--- config.mk ---
export PLATFORM = sky130hd
export DESIGN_NAME = setq_ram
export DESIGN_NICKNAME = d
export VERILOG_FILES = /design/src/rtl/core/setq_ram.sv
export SDC_FILE = /design/constraint.sdc
export NUM_CORES = 1
export LEC_CHECK = 0
export BUFFER_PORTS_ARGS = -buffer_cell sky130_fd_sc_hd__buf_2
export CORE_AREA = 8 8 108 110
export DETAILED_ROUTE_END_ITERATION = 12
export DIE_AREA = 0 0 116 118
export GPL_TIMING_DRIVEN = 0
export PLACE_DENSITY = 0.73
export SYNTH_ARGS = -nofsm -noshare
export SYNTH_HDL_FRONTEND = slang
export SYNTH_SLANG_ARGS = --single-unit
--- constraint.sdc ---
create_clock -name clk -period 2 [get_ports clk]
set_clock_uncertainty 0.15 [all_clocks]
set_input_delay 0.3 -clock clk [delete_from_list [all_inputs] [get_ports clk]]
set_output_delay 0.3 -clock clk [all_outputs]
set_load 0.01 [all_outputs]
--- src/rtl/core/setq_ram.sv ---
module setq_ram #(
  parameter int WIDTH = 8,
  parameter int DEPTH = 16,
  localparam int AW = $clog2(DEPTH)
) (
  input  logic             clk,
  input  logic             wr_en,
  input  logic [AW-1:0]    wr_addr,
  input  logic [WIDTH-1:0] wr_data,
  input  logic             rd_en,
  input  logic [AW-1:0]    rd_addr,
  output logic [WIDTH-1:0] rd_data
);

  logic [WIDTH-1:0] mem [DEPTH];

  // Write port
  always_ff @(posedge clk) begin
    if (wr_en) begin
      mem[wr_addr] <= wr_data;
    end
  end

  // Registered read port
  always_ff @(posedge clk) begin
    if (rd_en) begin
      rd_data <= mem[rd_addr];
    end
  end

endmodule

* Word-level counts from Yosys, hierarchy flattened
Memories as Yosys holds them, arrays and structs flattened. A register that Yosys moved wholly into a read port is not among the register bits. Index checks and enable logic that the tools add are counted.
Word-level totals: register bits after elaboration 0, bits in latches 0, bits in writable memories 128, memory bits (read-only) 0, output and inout port bits 8, word-level logic and storage cells 3, memories kept 1
Memories:
- mem | words 16, width 8, read ports 1, clocked after memory_dff 1, write ports 1, RTL line 15 | logic [WIDTH-1:0] mem [DEPTH];
Operators by class: add/sub/neg operators 0, multiply operators 0, div/mod/pow operators 0, order comparisons 0, equality and inequality tests 0, shift operators 0, mux-type cells 2, bitwise gates (word level) 0, reductions and logical operators 0
Operator list (count):
- two-way mux 1 bit | 2

* Depth between registers and ports, before layout
depth in word-level cells 2, mapped depth 5, depth with buffers taken out 3

* Worst setup path before layout
Ideal clock, no wire load.
path type input to register, start input wr_addr[2], end memory mem[0][0] (enable), arrival time 1.410 ns, data required time 1.467 ns, path slack 0.057 ns, stages 2, buffers on the path 0, cell sequence or3b_2 > nor3_1
RTL lines:
- from (decl) | RTL line 8 | input logic [AW-1:0] wr_addr,
- to (decl) | RTL line 15
Straight into the memory's write port.

==> results.json <==
{
  "status": "completed",
  "cp.required_ns": 2.11,
  "first_pass_iters": 4,
  "leakage_nw": 2.03,
  "detail_route.iter0.violations": 157,
  "synth.largest_area_cell": "edfxtp_1",
  "io_buffers": 25,
  "layout_common_cells": "edfxtp_1 (136), buf_2 (29), mux4_2 (18), a22oi_1 (16), clkbuf_16 (16)",
  "slew_violations": 0,
  "irDropWorstVdd_mv": 0.594,
  "total_power_mw": 6.37,
  "cts_tree": "yes",
  "cp-start-kind": "flip-flop",
  "syn2layout_area_growth_pct": 16.6,
  "crit_slowest_cell": "mux4_1",
  "clock_power_share_pct": 44.6,
  "fin_tns_setup_ns": 0,
  "vias": 2413,
  "final_common_cell": "edfxtp_1",
  "cp_cell_sequence": "mux4_1, a22oi_1, nand2_1",
  "grt_pass1_wl_mm": 14.5,
  "drt_wl_total_mm": 9.58,
  "cts_made_buffers": 17,
  "yosys_warnings": 0,
  "crit_buf_inv": 0,
  "viasPerCell": 5.69,
  "grt_max_degree": 17,
  "cts_root_buffer": "clkbuf_8",
  "placed_cells": 390,
  "grt_pass1_vias": 2517,
  "place_hpwl_mm": 6.16,
  "core-area_mm2": 0.0100,
  "grtUsageTotal_pct": 15.2,
  "final_cells": 424,
  "die-width_um": 116,
  "clk_latency_ns": 0.52,
  "syn_area_mm2": 0.00523,
  "cp_max_fo": 1,
  "setup_viol": 0,
  "drc_errors": 0,
  "fmax_ghz": 0.604,
  "p_int_mw": 5.08,
  "synth_seq_cells": 136,
  "drv_cap": 0,
  "grt_setup_unrepaired": "no",
  "synthTopCellsByArea": "edfxtp_1 (78%), mux4_2 (7.8%), mux4_1 (7.0%), a22oi_1 (2.3%), nor2_1 (0.93%)",
  "drive_gt1_share_pct": 29.5,
  "io_pins": 27,
  "synth.net_count": 248,
  "finalCritPeriodShare_pct": 82.8,
  "antenna_found_initial": 0,
  "max_stage_delay_ns": 0.51,
  "critPathArrivalTime_ns": 1.77,
  "post-synth-top-area-fraction_pct": 78.1,
  "avgRoutedWirePerCell_um": 22.6,
  "grt_overflow": 0,
  "max_slew_margin_pct": 18.3,
  "switchingPower_mw": 1.29,
  "insertedDiodeCount": 0,
  "pwr-share-comb_pct": 4.8,
  "critPathKind": "flip-flop to flip-flop",
  "hp-class": "primary input to flip-flop",
  "path_delay_family": "multiplexers",
  "h-tree-depth": 4,
  "post-route-min-period_ns": 1.66,
  "ys_types": 18,
  "ys_seq_area_share_pct": 78.1,
  "post_dp_cell_area_mm2": 0.00552,
  "end_kind": "flip-flop",
  "clk_pin_slew_worst_paths_ns": 0.06,
  "hold_viol_final": 0,
  "avgSynthCellArea_um2": 22.8,
  "seqPwrFrac_pct": 50.6,
  "initial_utilization_pct": 52.3,
  "place.gp.congestion": 0.724,
  "p_per_area_mw_per_mm2": 1050,
  "p_sw_share_pct": 20.2,
  "clock_sinks": 136,
  "syn_inst": 229,
  "whs_ns": 0.0366,
  "dieHeight_um": 118,
  "nets": 294,
  "post-cts-setup-buffer-count": 0,
  "die-area_mm2": 0.0137,
  "final_area_mm2": 0.00609,
  "num_rows": 37,
  "ant_nets": 0,
  "fillers": 734,
  "worst_pin_slew_ns": 1.22,
  "cts.path.max_buffers": 2
}
worst register-to-register path, stage by stage, from the launching register on:
cell,delay (ns)
edfxtp_1,0.37
mux4_1,0.51
a22oi_1,0.28
nand2_1,0.09
synth_stat cells, drive strengths merged:
cell / instances
or3b: 1
nor2b: 1
nand3: 1
nor3: 4
mux4: 32
nor2: 13
edfxtp: 136
nand2b: 2
a22oi: 16
and2b: 1
and2: 1
buf: 7
clkdlybuf4s25: 3
nand3b: 2
nand2: 9
layout make-up:
type | count | area (um2) | area share, %
plain buffers | 10 | 86.3 | 1.42
clock buffers | 17 | 414 | 6.80
clock inverters | 15 | 136 | 2.24
multi-input cells | 83 | 1060 | 17.4
flip-flops and latches | 136 | 4080 | 67.0
well taps | 136 | 170 | 2.79
repair buffers | 27 | 140 | 2.30
worst paths after layout:
kind | start | to | slack (ns) | cells after the start
worst max-delay path | mem[2][1] | rd_data[1] | 0.34 | 3
worst min-delay path | wr_data[5] | mem[6][5] | 0.04 | 1
worst max register to register | mem[2][1] | rd_data[1] | 0.34 | 3
worst min register to register | mem[8][2] | rd_data[2] | 0.62 | 3
layer usage:
layer  up-vias  GRT usage, %  share of wire, %
met2        98          22.9                50
met4         0          6.73               1.3
met1      1233          19.4                43
met5         -             0                 0
met3         7          5.44               5.9
li1       1075             -                 -
power groups by stage:
stage | clock network [mW] | logic (mW) | registers (mW)
after floorplan | 0 | 0.162 | 3.29
after global placement | 0 | 0.296 | 3.28
after detailed placement | 0 | 0.304 | 3.29
after CTS | 2.88 | 0.307 | 3.23
after global routing | 3.01 | 0.325 | 3.23
final | 2.84 | 0.303 | 3.23
kinds of logic (layout without fill, tap and decap cells):
logic type             Yosys count  after routing  share of synthesized area, %
AOI/OAI and AO/OA               16             16                          2.30
buffers and inverters           10             69                          1.65
DFF                            136            136                          78.1
muxes                           32             32                          14.8
and+or+nand+nor                 35             35                          3.14
sequential cells by signal (all words and copies together), names as in the netlist:
| name | count |
|---|---|
| mem | 128 |
| rd_data | 8 |
repair_timing:
action	in CTS	in global routing
hold endpoints to repair	8	0
endpoints found under the setup margin	8	0
resized for setup	1	0
hold buffers	1	0
stage by stage:
stage,utilization [%],worst slack (ns)
floorplan,-,0.0571
global placement,55.2,-0.473
detailed placement,55.2,-0.569
CTS,60.9,0.196
global route,60.9,0.274
finish,60.9,0.344
Note: power is estimated with default switching activity, not from simulation.
